==> config.mk <==
export PLATFORM = sky130hd
export DESIGN_NAME = hash_bucket_key_value_store_flat
export DESIGN_NICKNAME = d
export VERILOG_FILES = /design/src/design/hbkv_pkg.sv /design/src/design/hbkv_req_if.sv /design/src/design/hbkv_ram.sv /design/src/design/hbkv_ctrl.sv /design/src/design/hash_bucket_key_value_store.sv /design/src/flat_wrapper.sv
export SDC_FILE = /design/constraint.sdc
export NUM_CORES = 2
export LEC_CHECK = 0
export BUFFER_PORTS_ARGS = -buffer_cell sky130_fd_sc_hd__buf_2
export CAP_MARGIN = 20
export CORE_MARGIN = 4
export CORE_UTILIZATION = 50
export CTS_CLUSTER_SIZE = 14
export DETAILED_ROUTE_END_ITERATION = 10
export MAX_ROUTING_LAYER = met4
export PLACE_DENSITY_LB_ADDON = 0.25
export SLEW_MARGIN = 20
export SYNTH_ARGS = -nofsm -noshare
export SYNTH_HDL_FRONTEND = slang
export SYNTH_SLANG_ARGS = --single-unit
==> constraint.sdc <==
create_clock -name clk -period 9.1 [get_ports clk]
set_clock_uncertainty 0.2 [all_clocks]
set_input_delay 0.91 -clock clk [delete_from_list [all_inputs] [get_ports clk]]
set_output_delay 0.91 -clock clk [all_outputs]
set_load 0.02 [all_outputs]
==> src/design/hbkv_pkg.sv <==
`timescale 1ns / 1ps

package hbkv_pkg;

	localparam int SLOTS_DEF      = 64;
	localparam int KEY_BITS_DEF   = 32;
	localparam int VALUE_BITS_DEF = 32;

	localparam int CAP_W   = 7;
	localparam int SLOT_W  = 6;
	localparam int COUNT_W = 7;
	localparam int OP_W    = 3;

	localparam logic [CAP_W-1:0] CAP_RESET = 7'd64;

	typedef enum logic [OP_W-1:0] {
		OP_LOOKUP  = 3'd0,
		OP_INSERT  = 3'd1,
		OP_REM_KEY = 3'd2,
		OP_REM_AT  = 3'd3,
		OP_READ    = 3'd4,
		OP_CLEAR   = 3'd5
	} op_t;

	// Completion status from the sequencer to the result stage
	typedef struct packed {
		logic               done;
		logic               ok;
		logic [COUNT_W-1:0] entry_count;
		logic               is_full;
		logic               is_empty;
	} status_t;

endpackage

==> src/design/hbkv_req_if.sv <==
`timescale 1ns / 1ps

interface hbkv_req_if #(
	parameter int KEY_BITS   = hbkv_pkg::KEY_BITS_DEF,
	parameter int VALUE_BITS = hbkv_pkg::VALUE_BITS_DEF
);
	logic                         valid;
	logic                         ready;
	logic [hbkv_pkg::OP_W-1:0]    operation;
	logic [KEY_BITS-1:0]          key;
	logic [VALUE_BITS-1:0]        value;
	logic [hbkv_pkg::SLOT_W-1:0]  slot;

	modport source (output valid, output operation, output key, output value, output slot,
		input ready);
	modport sink (input valid, input operation, input key, input value, input slot,
		output ready);
endinterface

interface hbkv_rsp_if #(
	parameter int KEY_BITS   = hbkv_pkg::KEY_BITS_DEF,
	parameter int VALUE_BITS = hbkv_pkg::VALUE_BITS_DEF
);
	logic                          valid;
	logic                          ready;
	logic                          ok;
	logic [VALUE_BITS-1:0]         found_value;
	logic [KEY_BITS-1:0]           found_key;
	logic [hbkv_pkg::COUNT_W-1:0]  entry_count;
	logic                          is_full;
	logic                          is_empty;

	modport source (output valid, output ok, output found_value, output found_key,
		output entry_count, output is_full, output is_empty, input ready);
	modport sink (input valid, input ok, input found_value, input found_key,
		input entry_count, input is_full, input is_empty, output ready);
endinterface

==> src/design/hbkv_ram.sv <==
`timescale 1ns / 1ps

module hbkv_ram #(
	parameter int WIDTH = 64,
	parameter int DEPTH = 64,
	localparam int ADDR_W = (DEPTH > 1) ? $clog2(DEPTH) : 1
) (
	input  logic              clk,
	input  logic              we,
	input  logic [ADDR_W-1:0] waddr,
	input  logic [WIDTH-1:0]  wdata,
	input  logic [ADDR_W-1:0] raddr,
	output logic [WIDTH-1:0]  rdata
);

	logic [WIDTH-1:0] mem_q [DEPTH];
	logic [WIDTH-1:0] rdata_q;

	always_ff @(posedge clk) begin
		if (we) begin
			mem_q[waddr] <= wdata;
		end
		rdata_q <= mem_q[raddr];
	end

	assign rdata = rdata_q;

endmodule

==> src/design/hbkv_ctrl.sv <==
`timescale 1ns / 1ps

module hbkv_ctrl #(
	parameter int SLOTS      = hbkv_pkg::SLOTS_DEF,
	parameter int KEY_BITS   = hbkv_pkg::KEY_BITS_DEF,
	parameter int VALUE_BITS = hbkv_pkg::VALUE_BITS_DEF,
	localparam int ADDR_W = $clog2(SLOTS),
	localparam int CNT_W  = $clog2(SLOTS + 1),
	localparam int ENT_W  = KEY_BITS + VALUE_BITS
) (
	input  logic                         clk,
	input  logic                         arst_n,
	input  logic                         start,
	input  logic [hbkv_pkg::OP_W-1:0]    op,
	input  logic [KEY_BITS-1:0]          key,
	input  logic [VALUE_BITS-1:0]        value,
	input  logic [hbkv_pkg::SLOT_W-1:0]  slot,
	input  logic [hbkv_pkg::CAP_W-1:0]   cap,
	input  logic                         take,
	output logic                         ready,
	output hbkv_pkg::status_t            stat,
	output logic [KEY_BITS-1:0]          fkey,
	output logic [VALUE_BITS-1:0]        fval,
	output logic                         ram_we,
	output logic [ADDR_W-1:0]            ram_waddr,
	output logic [ENT_W-1:0]             ram_wdata,
	output logic [ADDR_W-1:0]            ram_raddr,
	input  logic [ENT_W-1:0]             ram_rdata
);

	localparam int CMP_W = (CNT_W > hbkv_pkg::CAP_W) ? CNT_W : hbkv_pkg::CAP_W;

	typedef enum logic [2:0] {
		S_IDLE,
		S_SCAN,
		S_SHIFT,
		S_READ,
		S_RWAIT,
		S_DONE
	} state_t;

	state_t                 state_q;
	hbkv_pkg::op_t          op_q;
	logic [KEY_BITS-1:0]    key_q;
	logic [VALUE_BITS-1:0]  val_q;
	logic [CNT_W-1:0]       count_q;
	logic [CNT_W-1:0]       rd_addr_q;
	logic [ADDR_W-1:0]      cmp_idx_s1;
	logic                   cmp_vld_s1;
	logic                   ok_q;
	logic [KEY_BITS-1:0]    fkey_q;
	logic [VALUE_BITS-1:0]  fval_q;

	logic [CMP_W-1:0]       cap_e;
	logic [CMP_W-1:0]       eff_cap;
	logic                   full;
	logic                   slot_lt;
	logic                   match;
	logic                   more;
	logic                   ins_hit;
	logic [KEY_BITS-1:0]    rd_key;
	logic [VALUE_BITS-1:0]  rd_val;
	logic [ADDR_W-1:0]      idx_dec;

	assign rd_key  = ram_rdata[ENT_W-1:VALUE_BITS];
	assign rd_val  = ram_rdata[VALUE_BITS-1:0];
	assign cap_e   = CMP_W'(cap);
	assign eff_cap = (cap_e > CMP_W'(SLOTS)) ? CMP_W'(SLOTS) : cap_e;
	assign full    = CMP_W'(count_q) >= eff_cap;
	assign slot_lt = CMP_W'(slot) < CMP_W'(count_q);
	assign match   = cmp_vld_s1 && (rd_key == key_q);
	assign more    = rd_addr_q < count_q;
	assign idx_dec = cmp_idx_s1 - ADDR_W'(1);
	// scan over without a match: the insert lands at slot count
	assign ins_hit = (state_q == S_SCAN) && (op_q == hbkv_pkg::OP_INSERT) && !match && !more;

	assign ram_raddr = rd_addr_q[ADDR_W-1:0];
	assign ram_we    = ins_hit || ((state_q == S_SHIFT) && cmp_vld_s1);
	assign ram_waddr = (state_q == S_SHIFT) ? idx_dec : count_q[ADDR_W-1:0];
	assign ram_wdata = (state_q == S_SHIFT) ? ram_rdata : {key_q, val_q};

	assign ready = (state_q == S_IDLE);

	always_comb begin
		stat.done        = (state_q == S_DONE);
		stat.ok          = ok_q;
		stat.entry_count = hbkv_pkg::COUNT_W'(count_q);
		stat.is_full     = full;
		stat.is_empty    = (count_q == '0);
	end

	assign fkey = fkey_q;
	assign fval = fval_q;

	always_ff @(posedge clk or negedge arst_n) begin
		if (!arst_n) begin
			state_q    <= S_IDLE;
			op_q       <= hbkv_pkg::OP_LOOKUP;
			key_q      <= '0;
			val_q      <= '0;
			count_q    <= '0;
			rd_addr_q  <= '0;
			cmp_idx_s1 <= '0;
			cmp_vld_s1 <= 1'b0;
			ok_q       <= 1'b0;
			fkey_q     <= '0;
			fval_q     <= '0;
		end else begin
			unique case (state_q)
				S_IDLE: begin
					if (start) begin
						op_q       <= hbkv_pkg::op_t'(op);
						key_q      <= key;
						val_q      <= value;
						ok_q       <= 1'b0;
						fkey_q     <= '0;
						fval_q     <= '0;
						rd_addr_q  <= '0;
						cmp_vld_s1 <= 1'b0;
						unique case (op)
							hbkv_pkg::OP_LOOKUP, hbkv_pkg::OP_REM_KEY: begin
								state_q <= S_SCAN;
							end
							hbkv_pkg::OP_INSERT: begin
								state_q <= full ? S_DONE : S_SCAN;
							end
							hbkv_pkg::OP_REM_AT: begin
								if (slot_lt) begin
									rd_addr_q <= CNT_W'(CMP_W'(slot) + CMP_W'(1));
									ok_q      <= 1'b1;
									state_q   <= S_SHIFT;
								end else begin
									state_q <= S_DONE;
								end
							end
							hbkv_pkg::OP_READ: begin
								if (slot_lt) begin
									rd_addr_q <= CNT_W'(slot);
									state_q   <= S_READ;
								end else begin
									state_q <= S_DONE;
								end
							end
							hbkv_pkg::OP_CLEAR: begin
								count_q <= '0;
								ok_q    <= 1'b1;
								state_q <= S_DONE;
							end
							default: begin
								state_q <= S_DONE;
							end
						endcase
					end
				end
				S_SCAN: begin
					if (match) begin
						cmp_vld_s1 <= 1'b0;
						priority case (op_q)
							hbkv_pkg::OP_LOOKUP: begin
								ok_q    <= 1'b1;
								fval_q  <= rd_val;
								state_q <= S_DONE;
							end
							hbkv_pkg::OP_REM_KEY: begin
								ok_q      <= 1'b1;
								rd_addr_q <= CNT_W'(cmp_idx_s1) + CNT_W'(1);
								state_q   <= S_SHIFT;
							end
							default: begin
								state_q <= S_DONE;
							end
						endcase
					end else if (more) begin
						cmp_vld_s1 <= 1'b1;
						cmp_idx_s1 <= rd_addr_q[ADDR_W-1:0];
						rd_addr_q  <= rd_addr_q + CNT_W'(1);
					end else begin
						cmp_vld_s1 <= 1'b0;
						if (op_q == hbkv_pkg::OP_INSERT) begin
							count_q <= count_q + CNT_W'(1);
							ok_q    <= 1'b1;
						end
						state_q <= S_DONE;
					end
				end
				S_SHIFT: begin
					if (more) begin
						cmp_vld_s1 <= 1'b1;
						cmp_idx_s1 <= rd_addr_q[ADDR_W-1:0];
						rd_addr_q  <= rd_addr_q + CNT_W'(1);
					end else begin
						cmp_vld_s1 <= 1'b0;
						count_q    <= count_q - CNT_W'(1);
						state_q    <= S_DONE;
					end
				end
				S_READ: begin
					state_q <= S_RWAIT;
				end
				S_RWAIT: begin
					fkey_q  <= rd_key;
					fval_q  <= rd_val;
					ok_q    <= 1'b1;
					state_q <= S_DONE;
				end
				S_DONE: begin
					if (take) begin
						state_q <= S_IDLE;
					end
				end
				default: begin
					state_q <= S_IDLE;
				end
			endcase
		end
	end

`ifndef SYNTHESIS
	a_count_bound: assert property (@(posedge clk) disable iff (!arst_n)
		count_q <= CNT_W'(SLOTS))
		else $error("entry count above slot count");

	a_shift_addr: assert property (@(posedge clk) disable iff (!arst_n)
		(state_q == S_SHIFT && cmp_vld_s1) |-> (cmp_idx_s1 != '0 && CNT_W'(cmp_idx_s1) < count_q))
		else $error("shift write outside occupied slots");

	a_done_hold: assert property (@(posedge clk) disable iff (!arst_n)
		(state_q == S_DONE && !take) |=> (state_q == S_DONE && $stable(count_q)))
		else $error("finished result not held while stalled");

	a_insert_room: assert property (@(posedge clk) disable iff (!arst_n)
		ins_hit |-> (count_q < CNT_W'(SLOTS)))
		else $error("insert into a full slot array");
`endif

endmodule

==> src/design/hash_bucket_key_value_store.sv <==
`timescale 1ns / 1ps

// Key/value bucket: up to SLOTS pairs packed in slots 0..count-1 of one slot memory, with
// a capacity register (cfg_we/cfg_wdata, reset 64, clipped to SLOTS). Each request
// transaction carries an operation (lookup, insert, remove by key, remove at slot, read
// slot, clear) and returns exactly one response transaction with ok, the value and/or key
// found, the entry count and full/empty flags after the operation. One request is worked
// at a time; req.ready is high only while the sequencer is idle. The slot memory has one
// read and one write port and is walked one slot per cycle; remove by key scans to the hit,
// then shifts the tail down. A finished response sits in the output register until
// taken, and the next request is accepted meanwhile. Write the capacity only while no
// transaction is in flight.
module hash_bucket_key_value_store #(
	parameter int SLOTS      = hbkv_pkg::SLOTS_DEF,
	parameter int KEY_BITS   = hbkv_pkg::KEY_BITS_DEF,
	parameter int VALUE_BITS = hbkv_pkg::VALUE_BITS_DEF
) (
	input  logic                        clk,
	input  logic                        arst_n,
	input  logic                        cfg_we,
	input  logic [hbkv_pkg::CAP_W-1:0]  cfg_wdata,
	hbkv_req_if.sink                    req,
	hbkv_rsp_if.source                  rsp
);

	localparam int ADDR_W = $clog2(SLOTS);
	localparam int ENT_W  = KEY_BITS + VALUE_BITS;

	logic [hbkv_pkg::CAP_W-1:0]  cap_q;

	logic                        start;
	logic                        take;
	logic                        ctrl_ready;
	hbkv_pkg::status_t           stat;
	logic [KEY_BITS-1:0]         fkey;
	logic [VALUE_BITS-1:0]       fval;

	logic                        ram_we;
	logic [ADDR_W-1:0]           ram_waddr;
	logic [ENT_W-1:0]            ram_wdata;
	logic [ADDR_W-1:0]           ram_raddr;
	logic [ENT_W-1:0]            ram_rdata;

	logic                        rsp_valid_q;
	logic                        ok_q;
	logic [VALUE_BITS-1:0]       found_value_q;
	logic [KEY_BITS-1:0]         found_key_q;
	logic [hbkv_pkg::COUNT_W-1:0] entry_count_q;
	logic                        is_full_q;
	logic                        is_empty_q;

	// Capacity register: write whenever enabled, no read-back
	always_ff @(posedge clk or negedge arst_n) begin
		if (!arst_n) begin
			cap_q <= hbkv_pkg::CAP_RESET;
		end else if (cfg_we) begin
			cap_q <= cfg_wdata;
		end
	end

	assign req.ready = ctrl_ready;
	assign start     = req.valid && ctrl_ready;

	// The output register can take a new response when empty or being drained
	assign take = !rsp_valid_q || rsp.ready;

	// Slot memory: key in the upper bits, value in the lower bits of each entry
	hbkv_ram #(
		.WIDTH (ENT_W),
		.DEPTH (SLOTS)
	) u_slots (
		.clk   (clk),
		.we    (ram_we),
		.waddr (ram_waddr),
		.wdata (ram_wdata),
		.raddr (ram_raddr),
		.rdata (ram_rdata)
	);

	// Sequencer: scan, shift and read the slots through the single memory port pair
	hbkv_ctrl #(
		.SLOTS      (SLOTS),
		.KEY_BITS   (KEY_BITS),
		.VALUE_BITS (VALUE_BITS)
	) u_ctrl (
		.clk       (clk),
		.arst_n    (arst_n),
		.start     (start),
		.op        (req.operation),
		.key       (req.key),
		.value     (req.value),
		.slot      (req.slot),
		.cap       (cap_q),
		.take      (take),
		.ready     (ctrl_ready),
		.stat      (stat),
		.fkey      (fkey),
		.fval      (fval),
		.ram_we    (ram_we),
		.ram_waddr (ram_waddr),
		.ram_wdata (ram_wdata),
		.ram_raddr (ram_raddr),
		.ram_rdata (ram_rdata)
	);

	// Response register: load a finished result, hold it while stalled, drop it once taken
	always_ff @(posedge clk or negedge arst_n) begin
		if (!arst_n) begin
			rsp_valid_q <= 1'b0;
		end else if (stat.done && take) begin
			rsp_valid_q <= 1'b1;
		end else if (rsp.ready) begin
			rsp_valid_q <= 1'b0;
		end
	end

	always_ff @(posedge clk) begin
		if (stat.done && take) begin
			ok_q          <= stat.ok;
			found_value_q <= fval;
			found_key_q   <= fkey;
			entry_count_q <= stat.entry_count;
			is_full_q     <= stat.is_full;
			is_empty_q    <= stat.is_empty;
		end
	end

	assign rsp.valid       = rsp_valid_q;
	assign rsp.ok          = ok_q;
	assign rsp.found_value = found_value_q;
	assign rsp.found_key   = found_key_q;
	assign rsp.entry_count = entry_count_q;
	assign rsp.is_full     = is_full_q;
	assign rsp.is_empty    = is_empty_q;

endmodule
==> src/flat_wrapper.sv <==
// flat-port wrapper written by rule: the top's interface ports become plain ports
module hash_bucket_key_value_store_flat 
#(
	parameter int SLOTS      = hbkv_pkg::SLOTS_DEF,
	parameter int KEY_BITS   = hbkv_pkg::KEY_BITS_DEF,
	parameter int VALUE_BITS = hbkv_pkg::VALUE_BITS_DEF
)
  (clk, arst_n, cfg_we, cfg_wdata, req_valid, req_operation, req_key, req_value, req_slot, req_ready, rsp_valid, rsp_ok, rsp_found_value, rsp_found_key, rsp_entry_count, rsp_is_full, rsp_is_empty, rsp_ready);
  hbkv_req_if #(.KEY_BITS(KEY_BITS), .VALUE_BITS(VALUE_BITS)) req_i ();
  hbkv_rsp_if #(.KEY_BITS(KEY_BITS), .VALUE_BITS(VALUE_BITS)) rsp_i ();
  input  logic clk;
  input  logic arst_n;
  input  logic cfg_we;
  input  logic [hbkv_pkg::CAP_W-1:0] cfg_wdata;
  input wire logic [$bits(req_i.valid)-1:0] req_valid;
  input wire logic [$bits(req_i.operation)-1:0] req_operation;
  input wire logic [$bits(req_i.key)-1:0] req_key;
  input wire logic [$bits(req_i.value)-1:0] req_value;
  input wire logic [$bits(req_i.slot)-1:0] req_slot;
  output wire logic [$bits(req_i.ready)-1:0] req_ready;
  output wire logic [$bits(rsp_i.valid)-1:0] rsp_valid;
  output wire logic [$bits(rsp_i.ok)-1:0] rsp_ok;
  output wire logic [$bits(rsp_i.found_value)-1:0] rsp_found_value;
  output wire logic [$bits(rsp_i.found_key)-1:0] rsp_found_key;
  output wire logic [$bits(rsp_i.entry_count)-1:0] rsp_entry_count;
  output wire logic [$bits(rsp_i.is_full)-1:0] rsp_is_full;
  output wire logic [$bits(rsp_i.is_empty)-1:0] rsp_is_empty;
  input wire logic [$bits(rsp_i.ready)-1:0] rsp_ready;
  assign req_i.valid = req_valid;
  assign req_i.operation = req_operation;
  assign req_i.key = req_key;
  assign req_i.value = req_value;
  assign req_i.slot = req_slot;
  assign req_ready = req_i.ready;
  assign rsp_valid = rsp_i.valid;
  assign rsp_ok = rsp_i.ok;
  assign rsp_found_value = rsp_i.found_value;
  assign rsp_found_key = rsp_i.found_key;
  assign rsp_entry_count = rsp_i.entry_count;
  assign rsp_is_full = rsp_i.is_full;
  assign rsp_is_empty = rsp_i.is_empty;
  assign rsp_i.ready = rsp_ready;
  hash_bucket_key_value_store #(.SLOTS(SLOTS), .KEY_BITS(KEY_BITS), .VALUE_BITS(VALUE_BITS)) u_core (.clk(clk), .arst_n(arst_n), .cfg_we(cfg_we), .cfg_wdata(cfg_wdata), .req(req_i), .rsp(rsp_i));
endmodule
==> run_results.csv <==
group,metric,value,unit
sta,finalSetupTns,0,ns
power_and_ir_drop,p_per_area,297.2,nW/um^2
run_status,outcome,"completed",
synth,ys_seq_area_frac,0.7810,
floorplanning,fp-row-count,212,
grt,grt_max_degree,134,
power_and_ir_drop,p_clk_frac,0.311,
floorplanning,die_area,343800,sq um
drt,drc,0,
power_and_ir_drop,combPwrFrac,0.220,
power_and_ir_drop,p_switching,16.30,mW
sta,finalSetupViolations,0,
placed_design,hpwl,247.6,mm
grt,grt_pass1_wl,630.9,mm
drt,postRouteAntennaNets,0,
synth,yosys_warnings,0,
synth,syn_nets,7159,
cts,cts_resized,0,
critical_path,required,9.46,ns
critical_path,crit_buf_inv,4,
grt,antenna_found_initial,32,
final_layout,nets,7711,
synth,async_flop_share,0.03729,
critical_path,crit_chain,"nor2_1 -> nand2_4 -> inv_4 -> buf_4 -> nand2_1 -> o31ai_2 -> buf_4 -> nand3_1 -> nor2_4 -> buf_4",
sta,fmax,0.1805,GHz
sta,relSlewSlack,0.2476,
sta,finalCritPeriodShare,0.6087,
sta,rsz0062_at_grt,"no",
critical_path,critical-path-max-stage-delay,1.05,ns
synth,syn_area,167200,sq um
grt,grt_overflow,0,
placed_design,globalplace.congestion,0.8237,
sta,post-route-min-period,5.539,ns
power_and_ir_drop,seq_power_share,0.469,
floorplanning,num_io_pins,161,
critical_path,cp_max_fo,33,
flow_run,cap_viol_max_count,0,
cts,clockBufferDepth,4,
critical_path,cpMostUsedCell,"buf_4",
critical_path,critPathTopFamily,"simple AND/OR/NAND/NOR gates",
cts,cts.sinks,4398,
power_and_ir_drop,peakVddDrop,180.0,uV
critical_path,start_kind,"flip-flop",
placed_design,portBuffers,160,
drt,wl,449.6,mm
synth,synth_area_leader_cell,"edfxtp_1",
synth,ys_types,57,
critical_path,endpoint_kind,"flip-flop",
final_layout,syn_to_final_growth,13.43,%
cts,cts_root_buf,"clkbuf_16",
critical_path,critPathKind,"reg -> reg",
grt,grt_pass1_vias,79752,
cts,clk_pin_slew_worst_paths,0.07,ns
sta,hold_violations,0,
power_and_ir_drop,netSwitchingFraction,0.2892,
synth,synth_seq_cells,4398,
synth,synthFlopType,"edfxtp_1",
sta,whs,0.08243,ns
floorplanning,die_h,586.3,um
final_layout,drive_above_1_share,0.3128,
sta,tightest_slew,1.118,ns
synth,synth_area_leaders,"edfxtp_1 (75%), mux4_2 (18%), dfrtp_1 (2.4%), nand2_1 (1.1%), dfxtp_1 (0.77%)",
drt,wl_per_cell,36.33,um
grt,grt.total_usage,0.2706,
drt,drt-initial-drc-count,11989,
floorplanning,start_util,0.5020,
synth,netlist_instances,7046,
floorplanning,fp.dieW,586.3,um
synth,synth_area_per_cell,23.74,sq um
cts,post_cts_buffers,0,
drt,dr_total_vias,80311,
power_and_ir_drop,power.internal,40.07,mW
critical_path,critPathSlowestCell,"nor2_4",
cts,cts_tree,"yes",
cts,hold_buffers,69,
cts,cts_max_level,5,
power_and_ir_drop,leakagePower,59.20,nW
synth,netlist.area_leader.share,0.7487,
drt,drt-pass1-iter-count,6,
sta,slew_viol_final,0,
synth,synth_edf_count,4170,
worst_hold_path,hold_class,"in -> reg",
drt,vias_per_cell,6.490,
critical_path,crit_arrival,5.90,ns
cts,clk_latency,0.96,ns
floorplanning,fp.coreArea,333200,sq um
cts,cts_made_buffers,426,
==> power groups by stage <==
stage	clock network, mW	registers (mW)	logic, mW
3_3_place_gp	0	26.8	12.1
6_report	17.5	26.4	12.4
2_1_floorplan	0	26.5	7.65
3_5_place_dp	0	26.8	12.4
4_1_cts	17.8	26.4	12.5
5_1_grt	18.7	26.5	13.1
==> flip-flops by register name (all words and copies together) (netlist names), 3 cells and up <==
signal	count
u_core.u_ctrl.state_q	3
u_core.rsp.found_key	32
u_core.u_ctrl.rd_addr_q	7
u_core.rsp.found_value	32
u_core.u_ctrl.fval	32
u_core.u_ctrl.val_q	32
u_core.u_slots.mem_q	4096
u_core.u_slots.rdata	64
u_core.cap_q	7
u_core.u_ctrl.key_q	32
u_core.u_ctrl.cmp_idx_s1	6
u_core.u_ctrl.op_q	3
u_core.u_ctrl.count_q	7
u_core.rsp.entry_count	7
u_core.u_ctrl.fkey	32
==> cell usage in the layout (no fill, tap or decap), types with 23 or more instances in the layout <==
| master | n |
|---|---|
| mux4_2 | 1344 |
| buf_4 | 219 |
| nor2_1 | 23 |
| dfrtp_1 | 157 |
| nand2_1 | 479 |
| o21ai_0 | 27 |
| a22o_1 | 38 |
| buf_2 | 159 |
| clkbuf_16 | 436 |
| dfxtp_1 | 64 |
| clkinv_2 | 75 |
| dlygate4sd3_1 | 69 |
| ha_1 | 27 |
| diode_2 | 38 |
| clkbuf_1 | 93 |
| edfxtp_1 | 4170 |
| bufinv_16 | 37 |
| clkbuf_8 | 26 |
| nor2_4 | 65 |
| xnor2_1 | 35 |
| buf_12 | 37 |
| clkinv_1 | 70 |
| nand3_1 | 56 |
==> cells by family (layout without fill, tap and decap cells) <==
group                      after synthesis  after routing  synth area share
muxes                                 1359           1359            0.1820
xor gates and xnor gates                43             43          0.002252
adders and majority gates               28             28          0.002140
AOI/OAI and AO/OA                      148            148          0.006329
buffers and inverters                  384           1288          0.009606
other                                    0             38                 0
and+or+nand+nor                        686            686           0.01674
DFF                                   4398           4398            0.7810
==> layer usage <==
metal / global-route usage / vias to the layer above / wire length (um)
li1: - / 31106 / -
met4: 0.08327 / 0 / 14950
met5: - / - / 0
met2: 0.4114 / 4602 / 216000
met3: 0.04790 / 689 / 43580
met1: 0.3809 / 43914 / 175100
==> cells in the mapped netlist (2+ instances only) <==
| cell type | number |
|---|---|
| a211oi_1 | 2 |
| a21o_1 | 10 |
| a21oi_1 | 18 |
| a22o_1 | 38 |
| a2bb2oi_1 | 4 |
| a31oi_1 | 7 |
| and2_1 | 3 |
| and3_1 | 4 |
| and4_1 | 2 |
| buf_1 | 41 |
| buf_2 | 96 |
| buf_4 | 6 |
| buf_6 | 3 |
| clkbuf_1 | 218 |
| dfrtp_1 | 163 |
| dfxtp_1 | 64 |
| edfxtp_1 | 4170 |
| ha_1 | 27 |
| inv_1 | 20 |
| mux2_2 | 12 |
| mux2i_1 | 3 |
| mux4_2 | 1344 |
| nand2_1 | 484 |
| nand2b_1 | 6 |
| nand3_1 | 56 |
| nand4_1 | 14 |
| nor2_1 | 88 |
| nor2b_1 | 5 |
| nor3_1 | 8 |
| nor4_1 | 5 |
| o211ai_1 | 2 |
| o21ai_0 | 32 |
| o21bai_1 | 3 |
| o221ai_1 | 3 |
| o2bb2ai_1 | 2 |
| o31a_1 | 2 |
| o31ai_1 | 15 |
| or2_2 | 3 |
| or3_1 | 4 |
| xnor2_1 | 35 |
| xor2_1 | 8 |
==> metrics by stage <==
| step | power [mW] | instances | instance area [sq um] | util | worst slack [ns] |
|---|---|---|---|---|---|
| after global placement | 38.94 | 11483 | 175000 | 0.5252 | 3.163 |
| final | 56.38 | 12375 | 189700 | 0.5694 | 3.561 |
| after CTS | 56.64 | 12335 | 189600 | 0.5690 | 3.532 |
| after global routing | 58.27 | 12371 | 189700 | 0.5693 | 3.367 |
| after detailed placement | 39.27 | 11486 | 175000 | 0.5253 | 3.567 |
| after floorplan | 34.15 | 7046 | 167200 | - | 3.526 |
==> worst reg2reg max path: stages, from the launching register on <==
cell	delay, ns
dfrtp_1	0.62
nor2_1	0.34
nand2_4	0.21
inv_4	0.40
buf_4	0.55
nand2_1	0.13
o31ai_2	0.13
buf_4	0.23
nand3_1	0.58
nor2_4	1.05
buf_4	0.70
==> final timing paths <==
path	from	endpoint	slack [ns]	depth (start not counted)
max in group asynchronous	arst_n	u_core.u_ctrl.rd_addr_q[4]	6.22	4
min in group asynchronous	arst_n	u_core.u_ctrl.fval[25]	0.37	2
hold / removal	req_key[18]	u_core.u_ctrl.key_q[18]	0.08	3
setup reg to reg	u_core.u_ctrl.state_q[0]	u_core.u_slots.mem_q[0][34]	3.56	10
setup / recovery	u_core.u_ctrl.state_q[0]	u_core.u_slots.mem_q[0][34]	3.56	10
hold reg to reg	u_core.u_ctrl.fkey[6]	u_core.rsp.found_key[6]	0.25	0
==> final cells by class <==
cell class | count | area [sq um]
well taps | 4387 | 5489
inverters | 20 | 77.57
repair buffers | 488 | 3936
multi-input cells | 2264 | 35620
clock inverters | 225 | 2228
clock buffers | 555 | 11620
diodes | 38 | 95.09
flip-flops and latches | 4398 | 130600
fillers | 23665 | 143500
Power figures use the tool's default switching activity.
